==> config.mk <==
export PLATFORM = sky130hd
export DESIGN_NAME = polygon_area_perimeter_core
export DESIGN_NICKNAME = d
export VERILOG_FILES = /design/src/hw/rtl/papc_pkg.sv /design/src/hw/rtl/papc_front.sv /design/src/hw/rtl/papc_queue.sv /design/src/hw/rtl/papc_back.sv /design/src/hw/rtl/polygon_area_perimeter_core.sv
export VERILOG_INCLUDE_DIRS = /design/src /design/src/hw/rtl
export SDC_FILE = /design/constraint.sdc
export NUM_CORES = 2
export LEC_CHECK = 0
export BUFFER_PORTS_ARGS = -buffer_cell sky130_fd_sc_hd__buf_2
export CAP_MARGIN = 30
export CORE_MARGIN = 5
export CORE_UTILIZATION = 45
export CTS_CLUSTER_DIAMETER = 200
export DETAILED_ROUTE_END_ITERATION = 16
export PLACE_DENSITY = 0.6
export SYNTH_ARGS = -nofsm -noshare
export SYNTH_HDL_FRONTEND = slang
export SYNTH_SLANG_ARGS = --single-unit
export TNS_END_PERCENT = 1
==> constraint.sdc <==
create_clock -name clock -period 26.5 [get_ports clock]
set_input_delay 1.325 -clock clock [delete_from_list [all_inputs] [get_ports clock]]
set_output_delay 1.325 -clock clock [all_outputs]
set_load 0.01 [all_outputs]
==> src/hw/rtl/polygon_area_perimeter_core_defines.svh <==
// ----------------------------------------------------------------------------
// polygon_area_perimeter_core_defines.svh
// Assertion macros shared by the polygon area/perimeter core.
// ----------------------------------------------------------------------------
`ifndef POLYGON_AREA_PERIMETER_CORE_DEFINES_SVH
`define POLYGON_AREA_PERIMETER_CORE_DEFINES_SVH

// same-cycle implication
`define PAPC_ASSERT_NOW(lbl, clk, rst, ante, cons, msg) \
   lbl: assert property (@(posedge clk) disable iff (rst) (ante) |-> (cons)) \
      else $error(msg);

// next-cycle implication
`define PAPC_ASSERT_NEXT(lbl, clk, rst, ante, cons, msg) \
   lbl: assert property (@(posedge clk) disable iff (rst) (ante) |=> (cons)) \
      else $error(msg);

`endif

==> src/hw/rtl/papc_pkg.sv <==
// ----------------------------------------------------------------------------
// papc_pkg
// Types and constants of the polygon area/perimeter core.
// ----------------------------------------------------------------------------
package papc_pkg;

   localparam int IN_COORD_BITS  = 16;
   localparam int MAX_COORD_BITS = 24;
   localparam int COORD_BITS_DEF = 16;
   localparam int FRAC_BITS_DEF  = 8;
   localparam int QUEUE_DEPTH_DEF = 4;
   localparam int AREA_BITS      = 52;
   localparam int PERIM_BITS     = 40;
   localparam int COUNT_BITS     = 16;

   typedef struct packed {
      logic signed [IN_COORD_BITS-1:0] x_coord;
      logic signed [IN_COORD_BITS-1:0] y_coord;
      logic                            last_vertex;
   } req_word_type;

   typedef struct packed {
      logic [PERIM_BITS-1:0] twice_area;
      logic [PERIM_BITS-1:0] perimeter_q8;
      logic [COUNT_BITS-1:0] vertex_count;
      logic                  overflowed;
   } rsp_word_type;

   // one edge a -> b, coordinates sign-extended to the widest supported size
   typedef struct packed {
      logic signed [MAX_COORD_BITS-1:0] ax;
      logic signed [MAX_COORD_BITS-1:0] ay;
      logic signed [MAX_COORD_BITS-1:0] bx;
      logic signed [MAX_COORD_BITS-1:0] by;
      logic                             close_edge;
      logic [COUNT_BITS-1:0]            count;
      logic                             count_ovf;
   } edge_type;

   typedef struct packed {
      logic full;
      logic empty;
   } queue_status_type;

   typedef enum logic {
      F_TAKE,
      F_CLOSE
   } front_state_type;

   typedef enum logic [2:0] {
      B_IDLE,
      B_MUL,
      B_PREP,
      B_ROOT,
      B_ACC,
      B_DONE
   } back_state_type;

endpackage

==> src/hw/rtl/papc_front.sv <==
// ----------------------------------------------------------------------------
// papc_front
// Takes vertices, tracks first/previous vertex and count, emits edge jobs.
// ----------------------------------------------------------------------------
module papc_front #(
   parameter int COORD_BITS = papc_pkg::COORD_BITS_DEF
) (
   input  logic                        clock,
   input  logic                        reset,
   input  logic                        req_valid,
   output logic                        req_stall,
   input  papc_pkg::req_word_type      req_word,
   input  papc_pkg::queue_status_type  queue_status,
   output logic                        push,
   output papc_pkg::edge_type          push_word
);

   localparam int MCB = papc_pkg::MAX_COORD_BITS;
   localparam int CB  = papc_pkg::COUNT_BITS;

   papc_pkg::front_state_type state_ff, state_in;
   logic signed [COORD_BITS-1:0] first_x_ff, first_x_in, first_y_ff, first_y_in;
   logic signed [COORD_BITS-1:0] prev_x_ff, prev_x_in, prev_y_ff, prev_y_in;
   logic                         have_ff, have_in;
   logic [CB-1:0]                count_ff, count_in;
   logic                         cnt_ovf_ff, cnt_ovf_in;

   logic [MCB-1:0]               xw, yw;
   logic signed [COORD_BITS-1:0] cx, cy;
   logic                         accept;
   logic                         count_sat;
   logic [CB-1:0]                count_next;
   logic                         ovf_next;

   // low COORD_BITS of the 16-bit field, sign taken from bit COORD_BITS-1
   assign xw = MCB'($unsigned(req_word.x_coord));
   assign yw = MCB'($unsigned(req_word.y_coord));
   assign cx = xw[COORD_BITS-1:0];
   assign cy = yw[COORD_BITS-1:0];

   assign req_stall  = (state_ff != papc_pkg::F_TAKE) || queue_status.full;
   assign accept     = req_valid && !req_stall;
   assign count_sat  = (count_ff == {CB{1'b1}});
   assign count_next = count_sat ? count_ff : count_ff + CB'(1);
   assign ovf_next   = cnt_ovf_ff || count_sat;

   always_ff @(posedge clock) begin
      if (reset) begin
         state_ff   <= papc_pkg::F_TAKE;
         have_ff    <= 1'b0;
         count_ff   <= '0;
         cnt_ovf_ff <= 1'b0;
      end else begin
         state_ff   <= state_in;
         have_ff    <= have_in;
         count_ff   <= count_in;
         cnt_ovf_ff <= cnt_ovf_in;
      end
      first_x_ff <= first_x_in;
      first_y_ff <= first_y_in;
      prev_x_ff  <= prev_x_in;
      prev_y_ff  <= prev_y_in;
   end

   always_comb begin
      state_in   = state_ff;
      first_x_in = first_x_ff;
      first_y_in = first_y_ff;
      prev_x_in  = prev_x_ff;
      prev_y_in  = prev_y_ff;
      have_in    = have_ff;
      count_in   = count_ff;
      cnt_ovf_in = cnt_ovf_ff;
      push       = 1'b0;
      push_word  = '0;
      case (state_ff)
         papc_pkg::F_TAKE: begin
            if (accept) begin
               count_in   = count_next;
               cnt_ovf_in = ovf_next;
               prev_x_in  = cx;
               prev_y_in  = cy;
               if (!have_ff) begin
                  first_x_in = cx;
                  first_y_in = cy;
                  have_in    = 1'b1;
               end
               if (have_ff) begin
                  push         = 1'b1;
                  push_word.ax = MCB'(prev_x_ff);
                  push_word.ay = MCB'(prev_y_ff);
                  push_word.bx = MCB'(cx);
                  push_word.by = MCB'(cy);
               end
               if (req_word.last_vertex) begin
                  if (!have_ff) begin
                     // lone vertex: zero-length closing edge onto itself
                     push                 = 1'b1;
                     push_word.ax         = MCB'(cx);
                     push_word.ay         = MCB'(cy);
                     push_word.bx         = MCB'(cx);
                     push_word.by         = MCB'(cy);
                     push_word.close_edge = 1'b1;
                     push_word.count      = count_next;
                     push_word.count_ovf  = ovf_next;
                     have_in              = 1'b0;
                     count_in             = '0;
                     cnt_ovf_in           = 1'b0;
                  end else begin
                     state_in = papc_pkg::F_CLOSE;
                  end
               end
            end
         end
         papc_pkg::F_CLOSE: begin
            if (!queue_status.full) begin
               push                 = 1'b1;
               push_word.ax         = MCB'(prev_x_ff);
               push_word.ay         = MCB'(prev_y_ff);
               push_word.bx         = MCB'(first_x_ff);
               push_word.by         = MCB'(first_y_ff);
               push_word.close_edge = 1'b1;
               push_word.count      = count_ff;
               push_word.count_ovf  = cnt_ovf_ff;
               have_in              = 1'b0;
               count_in             = '0;
               cnt_ovf_in           = 1'b0;
               state_in             = papc_pkg::F_TAKE;
            end
         end
         default: begin
            state_in = papc_pkg::F_TAKE;
         end
      endcase
   end

endmodule

==> src/hw/rtl/papc_queue.sv <==
// ----------------------------------------------------------------------------
// papc_queue
// Short FIFO of edge jobs between the front and back parts.
// ----------------------------------------------------------------------------
module papc_queue #(
   parameter int DEPTH = papc_pkg::QUEUE_DEPTH_DEF
) (
   input  logic                        clock,
   input  logic                        reset,
   input  logic                        push,
   input  papc_pkg::edge_type          push_word,
   input  logic                        pop,
   output papc_pkg::edge_type          head_word,
   output papc_pkg::queue_status_type  queue_status
);

   localparam int PW = (DEPTH > 1) ? $clog2(DEPTH) : 1;
   localparam int LW = $clog2(DEPTH + 1);

   papc_pkg::edge_type mem_ff [DEPTH];
   logic [PW-1:0] wr_ptr_ff, wr_ptr_in, rd_ptr_ff, rd_ptr_in;
   logic [LW-1:0] level_ff, level_in;

   assign head_word          = mem_ff[rd_ptr_ff];
   assign queue_status.full  = (level_ff == LW'(DEPTH));
   assign queue_status.empty = (level_ff == '0);

   always_comb begin
      wr_ptr_in = wr_ptr_ff;
      rd_ptr_in = rd_ptr_ff;
      level_in  = level_ff;
      if (push) begin
         wr_ptr_in = (wr_ptr_ff == PW'(DEPTH - 1)) ? '0 : wr_ptr_ff + PW'(1);
      end
      if (pop) begin
         rd_ptr_in = (rd_ptr_ff == PW'(DEPTH - 1)) ? '0 : rd_ptr_ff + PW'(1);
      end
      if (push && !pop) begin
         level_in = level_ff + LW'(1);
      end else if (pop && !push) begin
         level_in = level_ff - LW'(1);
      end
   end

   always_ff @(posedge clock) begin
      if (reset) begin
         wr_ptr_ff <= '0;
         rd_ptr_ff <= '0;
         level_ff  <= '0;
      end else begin
         wr_ptr_ff <= wr_ptr_in;
         rd_ptr_ff <= rd_ptr_in;
         level_ff  <= level_in;
      end
   end

   always_ff @(posedge clock) begin
      if (push) begin
         mem_ff[wr_ptr_ff] <= push_word;
      end
   end

endmodule

==> src/hw/rtl/papc_back.sv <==
// ----------------------------------------------------------------------------
// papc_back
// Per edge: shoelace term, squared length, bit-serial root, running sums.
// ----------------------------------------------------------------------------
module papc_back #(
   parameter int COORD_BITS = papc_pkg::COORD_BITS_DEF,
   parameter int FRAC_BITS  = papc_pkg::FRAC_BITS_DEF
) (
   input  logic                        clock,
   input  logic                        reset,
   input  papc_pkg::edge_type          head_word,
   input  papc_pkg::queue_status_type  queue_status,
   output logic                        pop,
   output logic                        rsp_valid,
   input  logic                        rsp_stall,
   output papc_pkg::rsp_word_type      rsp_word
);

   localparam int DW    = COORD_BITS + 1;
   localparam int PW    = 2 * DW;
   localparam int RADW  = PW + 2 * FRAC_BITS;
   localparam int ROOTW = RADW / 2;
   localparam int REMW  = ROOTW + 2;
   localparam int ITW   = $clog2(ROOTW);
   localparam int AW    = papc_pkg::AREA_BITS;
   localparam int SW    = AW + 1;
   localparam int PRW   = papc_pkg::PERIM_BITS;
   localparam int PSW   = PRW + 1;
   localparam int CB    = papc_pkg::COUNT_BITS;

   papc_pkg::back_state_type state_ff, state_in;
   logic signed [DW-1:0]   dx_ff, dx_in, dy_ff, dy_in, sy_ff, sy_in;
   logic signed [PW-1:0]   sqx_ff, sqx_in, sqy_ff, sqy_in, term_ff, term_in;
   logic [RADW-1:0]        rad_ff, rad_in;
   logic [REMW-1:0]        rem_ff, rem_in;
   logic [ROOTW-1:0]       root_ff, root_in;
   logic [ITW-1:0]         iter_ff, iter_in;
   logic                   close_ff, close_in;
   logic [CB-1:0]          count_ff, count_in;
   logic                   cnt_ovf_ff, cnt_ovf_in;
   logic signed [AW-1:0]   area_ff, area_in;
   logic [PRW-1:0]         perim_ff, perim_in;
   logic                   ovf_ff, ovf_in;
   logic                   rsp_valid_ff, rsp_valid_in;
   papc_pkg::rsp_word_type rsp_word_ff, rsp_word_in;

   logic signed [COORD_BITS-1:0] hax, hay, hbx, hby;
   logic [PW-1:0]          d2;
   logic [REMW-1:0]        rem_sh, trial;
   logic signed [SW-1:0]   area_s;
   logic [PSW-1:0]         perim_s;
   logic [AW-1:0]          mag;
   logic                   mag_clamp;

   assign hax = head_word.ax[COORD_BITS-1:0];
   assign hay = head_word.ay[COORD_BITS-1:0];
   assign hbx = head_word.bx[COORD_BITS-1:0];
   assign hby = head_word.by[COORD_BITS-1:0];

   assign d2      = $unsigned(sqx_ff) + $unsigned(sqy_ff);
   assign rem_sh  = {rem_ff[REMW-3:0], rad_ff[RADW-1 -: 2]};
   assign trial   = {root_ff, 2'b01};
   assign area_s  = SW'(area_ff) + SW'(term_ff);
   assign perim_s = PSW'(perim_ff) + PSW'(root_ff);
   assign mag     = area_ff[AW-1] ? $unsigned(-area_ff) : $unsigned(area_ff);
   assign mag_clamp = |mag[AW-1:PRW];

   assign pop       = (state_ff == papc_pkg::B_IDLE) && !queue_status.empty;
   assign rsp_valid = rsp_valid_ff;
   assign rsp_word  = rsp_word_ff;

   always_ff @(posedge clock) begin
      if (reset) begin
         state_ff     <= papc_pkg::B_IDLE;
         area_ff      <= '0;
         perim_ff     <= '0;
         ovf_ff       <= 1'b0;
         rsp_valid_ff <= 1'b0;
      end else begin
         state_ff     <= state_in;
         area_ff      <= area_in;
         perim_ff     <= perim_in;
         ovf_ff       <= ovf_in;
         rsp_valid_ff <= rsp_valid_in;
      end
      dx_ff       <= dx_in;
      dy_ff       <= dy_in;
      sy_ff       <= sy_in;
      sqx_ff      <= sqx_in;
      sqy_ff      <= sqy_in;
      term_ff     <= term_in;
      rad_ff      <= rad_in;
      rem_ff      <= rem_in;
      root_ff     <= root_in;
      iter_ff     <= iter_in;
      close_ff    <= close_in;
      count_ff    <= count_in;
      cnt_ovf_ff  <= cnt_ovf_in;
      rsp_word_ff <= rsp_word_in;
   end

   always_comb begin
      state_in     = state_ff;
      dx_in        = dx_ff;
      dy_in        = dy_ff;
      sy_in        = sy_ff;
      sqx_in       = sqx_ff;
      sqy_in       = sqy_ff;
      term_in      = term_ff;
      rad_in       = rad_ff;
      rem_in       = rem_ff;
      root_in      = root_ff;
      iter_in      = iter_ff;
      close_in     = close_ff;
      count_in     = count_ff;
      cnt_ovf_in   = cnt_ovf_ff;
      area_in      = area_ff;
      perim_in     = perim_ff;
      ovf_in       = ovf_ff;
      rsp_word_in  = rsp_word_ff;
      rsp_valid_in = rsp_valid_ff && rsp_stall;
      case (state_ff)
         papc_pkg::B_IDLE: begin
            if (!queue_status.empty) begin
               dx_in      = DW'(hax) - DW'(hbx);
               dy_in      = DW'(hay) - DW'(hby);
               sy_in      = DW'(hay) + DW'(hby);
               close_in   = head_word.close_edge;
               count_in   = head_word.count;
               cnt_ovf_in = head_word.count_ovf;
               state_in   = papc_pkg::B_MUL;
            end
         end
         papc_pkg::B_MUL: begin
            sqx_in   = dx_ff * dx_ff;
            sqy_in   = dy_ff * dy_ff;
            term_in  = sy_ff * dx_ff;
            state_in = papc_pkg::B_PREP;
         end
         papc_pkg::B_PREP: begin
            // fraction bits come from extra radicand digit pairs
            rad_in   = RADW'(d2) << (2 * FRAC_BITS);
            rem_in   = '0;
            root_in  = '0;
            iter_in  = ITW'(ROOTW - 1);
            state_in = papc_pkg::B_ROOT;
         end
         papc_pkg::B_ROOT: begin
            rad_in = rad_ff << 2;
            if (rem_sh >= trial) begin
               rem_in  = rem_sh - trial;
               root_in = {root_ff[ROOTW-2:0], 1'b1};
            end else begin
               rem_in  = rem_sh;
               root_in = {root_ff[ROOTW-2:0], 1'b0};
            end
            if (iter_ff == '0) begin
               state_in = papc_pkg::B_ACC;
            end else begin
               iter_in = iter_ff - ITW'(1);
            end
         end
         papc_pkg::B_ACC: begin
            if (area_s[SW-1] != area_s[SW-2]) begin
               area_in = area_s[SW-1] ? {1'b1, {(AW-1){1'b0}}} : {1'b0, {(AW-1){1'b1}}};
               ovf_in  = 1'b1;
            end else begin
               area_in = area_s[AW-1:0];
            end
            if (perim_s[PRW]) begin
               perim_in = {PRW{1'b1}};
               ovf_in   = 1'b1;
            end else begin
               perim_in = perim_s[PRW-1:0];
            end
            state_in = close_ff ? papc_pkg::B_DONE : papc_pkg::B_IDLE;
         end
         papc_pkg::B_DONE: begin
            if (!rsp_valid_ff || !rsp_stall) begin
               rsp_word_in.twice_area   = mag_clamp ? {PRW{1'b1}} : mag[PRW-1:0];
               rsp_word_in.perimeter_q8 = perim_ff;
               rsp_word_in.vertex_count = count_ff;
               rsp_word_in.overflowed   = ovf_ff || cnt_ovf_ff || mag_clamp;
               rsp_valid_in             = 1'b1;
               area_in                  = '0;
               perim_in                 = '0;
               ovf_in                   = 1'b0;
               state_in                 = papc_pkg::B_IDLE;
            end
         end
         default: begin
            state_in = papc_pkg::B_IDLE;
         end
      endcase
   end

endmodule

==> src/hw/rtl/polygon_area_perimeter_core.sv <==
// ----------------------------------------------------------------------------
// polygon_area_perimeter_core
// Streams polygon vertices, returns twice the area, perimeter and count.
// Each edge runs through the back part's states MUL, PREP, ROOT and ACC; ROOT
// is the bit-serial square root, one result bit per cycle for ROOTW bits.
// Closing vertex: its own edge, then the closing edge, then the result in DONE.
// Reset (synchronous): empty polygon, zero sums, queue empty, no result.
// ----------------------------------------------------------------------------
`include "polygon_area_perimeter_core_defines.svh"

module polygon_area_perimeter_core #(
   parameter int COORD_BITS  = papc_pkg::COORD_BITS_DEF,
   parameter int FRAC_BITS   = papc_pkg::FRAC_BITS_DEF,
   parameter int QUEUE_DEPTH = papc_pkg::QUEUE_DEPTH_DEF
) (
   input  logic                    clock,
   input  logic                    reset,
   input  logic                    req_valid,
   output logic                    req_stall,
   input  papc_pkg::req_word_type  req_word,
   output logic                    rsp_valid,
   input  logic                    rsp_stall,
   output papc_pkg::rsp_word_type  rsp_word
);

   logic                       push;
   logic                       pop;
   papc_pkg::edge_type         push_word;
   papc_pkg::edge_type         head_word;
   papc_pkg::queue_status_type queue_status;

   papc_front #(
      .COORD_BITS (COORD_BITS)
   ) u_front (
      .clock        (clock),
      .reset        (reset),
      .req_valid    (req_valid),
      .req_stall    (req_stall),
      .req_word     (req_word),
      .queue_status (queue_status),
      .push         (push),
      .push_word    (push_word)
   );

   papc_queue #(
      .DEPTH (QUEUE_DEPTH)
   ) u_queue (
      .clock        (clock),
      .reset        (reset),
      .push         (push),
      .push_word    (push_word),
      .pop          (pop),
      .head_word    (head_word),
      .queue_status (queue_status)
   );

   papc_back #(
      .COORD_BITS (COORD_BITS),
      .FRAC_BITS  (FRAC_BITS)
   ) u_back (
      .clock        (clock),
      .reset        (reset),
      .head_word    (head_word),
      .queue_status (queue_status),
      .pop          (pop),
      .rsp_valid    (rsp_valid),
      .rsp_stall    (rsp_stall),
      .rsp_word     (rsp_word)
   );

   `PAPC_ASSERT_NOW(a_no_push_full, clock, reset, push, !queue_status.full, "edge pushed into full queue")
   `PAPC_ASSERT_NOW(a_no_pop_empty, clock, reset, pop, !queue_status.empty, "edge popped from empty queue")
   `PAPC_ASSERT_NEXT(a_push_fills, clock, reset, push && !pop, !queue_status.empty, "queue empty after push")

endmodule
==> metrics <==
Routability Congestion 0.8688; post-synthesis xor/xnor area fraction 3.857%; fmax 140.0 MHz; adder-cell share of the synthesized area 31.38%; site row count 146; # DRC 0; synthesized cell area 0.07152 mm^2; CP peak stage delay 800 ps; Hold WC Path Type reg2reg; async set or reset register ratio after synthesis 0%; Synth top area share 31.32%; Final period util 26.95%; grt ovf 0; H-tree depth 3; DRT iter0 DRCs 2,646; Worst-Margin Slew 1012 ps; layout cells sized above 1 8.007%; Starting Density 45.21%; slew margin rel. 32.28%; vias in the first global route 48,600; first-pass GRT wire length 259,600 um; Cells after Synth 6,538; count of cell types in the netlist 87; Worst setup EP type flop; largest net degree at the start of global routing 88; CP startpoint kind flop; Filler Cells Inserted 14,320; Synth Flop Type edfxtp_1; worst path cell trace nand2_1 -> fa_1 -> inv_1 -> fa_1 -> inv_1 -> fa_1 -> inv_1 -> fa_1 -> fa_1 -> inv_1 -> fa_1 -> inv_1 -> ha_1 -> nand3_1 -> nor3_1 -> inv_1 -> o211ai_1 -> o21a_1 -> a21oi_1 -> a2111oi_0 -> o21a_1 -> o21a_1 -> nor4_1 -> a311oi_1; # resized after CTS 0; Routed wire per std cell 17.98 um; Core ar. 0.1582 mm^2; Clock Sink Count 871; Setup WS pre-CTS 19,450 ps; clk_skew 63.98 ps; EDFF count, synth 746; DRT Pass-1 Iters 5; Clk Latency, worst-skew pair 740 ps; Inserted Clock Buffers 97; synthesized area per cell 10.94 um^2; max-slew violations 0; CTS tree built; synth top area cells edfxtp_1 (31%), fa_1 (23%), ha_1 (8.1%), inv_1 (5.9%), dfxtp_1 (3.5%); Tmin final 7141 ps; initial antenna violation count 5; Worst path slowest cell edfxtp_1; final WL 157,700 um; critical path data arrival time 7630 ps; worst hold margin 405.8 ps; total I/O pin count 136; Root Driver clkbuf_16; RSZ-0062 raised after global routing false; DR vias 46,200; top cell family by delay on the critical path adder cells; Total GRT Usage 19.16%; CP Max Fanout 17; Yosys warnings 0; compound-gate portion of the synthesized area 9.277%; Post-DRT Antenna Nets 0; setup_tns 0 ps; Max clock buf depth 3; Port Buffer Count 135; critical path type reg2reg; register bit count reported by yosys 871; Setup Buffers After CTS 0; Via density 5.268; Die ar. 0.1670 mm^2; max-cap viol count 0; Post-Synth Simple-Gate Area 10.62%; syn nets 7,870; main combinational cell family by area after synthesis adder cells; Area Growth Syn to Fin 8.838%; hpwl dp 117,800 um; status completed; final number of hold-violating endpoints 0; worst setup margin 19,360 ps; area leader, netlist edfxtp_1; Seq/Total Area, Yosys 34.82%; die span in y 408.7 um; Setup Viol. Count Final 0; die width 408.7 um; Worst-path clk slew 70 ps; mux share of post-synthesis cell area 2.864%; Worst Path Required 26,990 ps; final net count 7,943; CP bufs+invs 6; Post-CTS Hold Fix Bufs 0
## layout by cell type (no fill, tap or decap), types with 14 or more instances in the layout
| cell type | count |
|---|---|
| a31oi_1 | 34 |
| nor3_1 | 76 |
| nand3_1 | 57 |
| xor2_1 | 124 |
| clkbuf_16 | 98 |
| a31o_2 | 15 |
| mux4_2 | 82 |
| inv_1 | 1130 |
| or2_2 | 17 |
| o31ai_1 | 31 |
| a21o_1 | 111 |
| mux2i_1 | 19 |
| nor2b_1 | 55 |
| edfxtp_1 | 746 |
| nor2_1 | 366 |
| ha_1 | 464 |
| nand2_1 | 492 |
| o21bai_1 | 28 |
| nor4_1 | 14 |
| buf_4 | 59 |
| a21oi_1 | 294 |
| a22o_1 | 70 |
| buf_2 | 135 |
| xnor2_1 | 190 |
| clkinv_2 | 16 |
| and3_1 | 39 |
| clkbuf_1 | 18 |
| o21a_1 | 34 |
| nand4_1 | 22 |
| dfxtp_1 | 123 |
| clkinv_1 | 18 |
| o21ai_0 | 225 |
| fa_1 | 831 |
| a211oi_1 | 43 |
| or3_1 | 23 |
| and2_1 | 267 |
| nand2b_1 | 48 |
| nand2_2 | 42 |
## state kept, by name, indices dropped and copies added, names as in the netlist, 33 cells and up, named ones only
name	cells
u_queue.mem_ff	328
u_back.rsp_word	97
u_back.area_ff	52
u_back.perim_ff	40
u_back.rad_ff	34
u_back.term_ff	34
u_back.sqx_ff	33
u_back.sqy_ff	33
## worst reg2reg max path: stages, from the launching register on
cell,delay [ps]
edfxtp_1,800
nand2_1,170
fa_1,520
inv_1,50
fa_1,500
inv_1,50
fa_1,560
inv_1,60
fa_1,450
fa_1,490
inv_1,50
fa_1,470
inv_1,40
ha_1,340
nand3_1,150
nor3_1,350
inv_1,70
o211ai_1,280
o21a_1,230
a21oi_1,110
a2111oi_0,450
o21a_1,180
o21a_1,150
nor4_1,50
a311oi_1,310
## area by class of cell
cell class / instances / area (um^2) / area share, %
antenna: 4 / 10.01 / 0.01286
clock buffer: 119 / 2561 / 3.290
clock inverter: 63 / 673.1 / 0.8647
inverter: 1134 / 4259 / 5.471
multi-input combinational: 4307 / 41580 / 53.41
sequential: 871 / 24910 / 32.00
tap: 2072 / 2592 / 3.330
timing repair buffer: 200 / 1260 / 1.619
## through the flow
stage	util, %	std cells	instance area [um^2]
finish	49.21	8770	77840
global route	49.20	8766	77830
CTS	49.18	8765	77810
detailed placement	47.14	8583	74570
global placement	47.07	8578	74460
floorplan	-	6538	71520
## layer usage
layer  vias up  track usage (%)  wire length [um]
li1      21930                -                 -
met1     23120            26.35             71560
met2       921            32.48             75830
met3       228            2.460              6731
met4         4            4.655              3511
met5         -                0                31
## synthesized netlist by cell type (17+ instances only)
cell type  count
inv_1       1132
fa_1         831
edfxtp_1     746
nand2_1      494
ha_1         464
nor2_1       370
a21oi_1      294
and2_1       268
o21ai_0      225
clkbuf_1     195
xnor2_1      190
dfxtp_1      125
xor2_1       125
a21o_1       111
mux4_2        82
nor3_1        78
a22o_1        70
nor2b_1       60
nand3_1       57
nand2b_1      48
a211oi_1      43
nand2_2       40
and3_1        39
a31oi_1       34
o21a_1        34
o31ai_1       31
o21bai_1      28
buf_1         25
or3_1         23
nand4_1       22
mux2i_1       19
or2_2         17
## path summary, 6_finish.rpt
| kind | from | end | slack [ps] | cells past startpoint |
|---|---|---|---|---|
| setup / recovery | u_back.sy_ff[6] | u_back.term_ff[33] | 19360 | 24 |
| hold / removal | u_back.count_ff[10] | u_back.rsp_word[11] | 410 | 0 |
| setup reg to reg | u_back.sy_ff[6] | u_back.term_ff[33] | 19360 | 24 |
| hold reg to reg | u_back.count_ff[10] | u_back.rsp_word[11] | 410 | 0 |
## cell families (layout without fill, tap and decap cells)
logic type               count (synthesis)  after routing
AO/OA/AOI/OAI                         1027           1027
XOR/XNOR                               315            315
adder cells (fa/ha/maj)               1295           1295
buffers and inverters                 1360           1516
flip-flops                             871            871
multiplexers                           102            102
other                                    0              4
AND/OR/NAND/NOR                       1568           1568
Power is not shown: default switching activity piles up to over one toggle a cycle in this logic, so the estimate is an artifact.
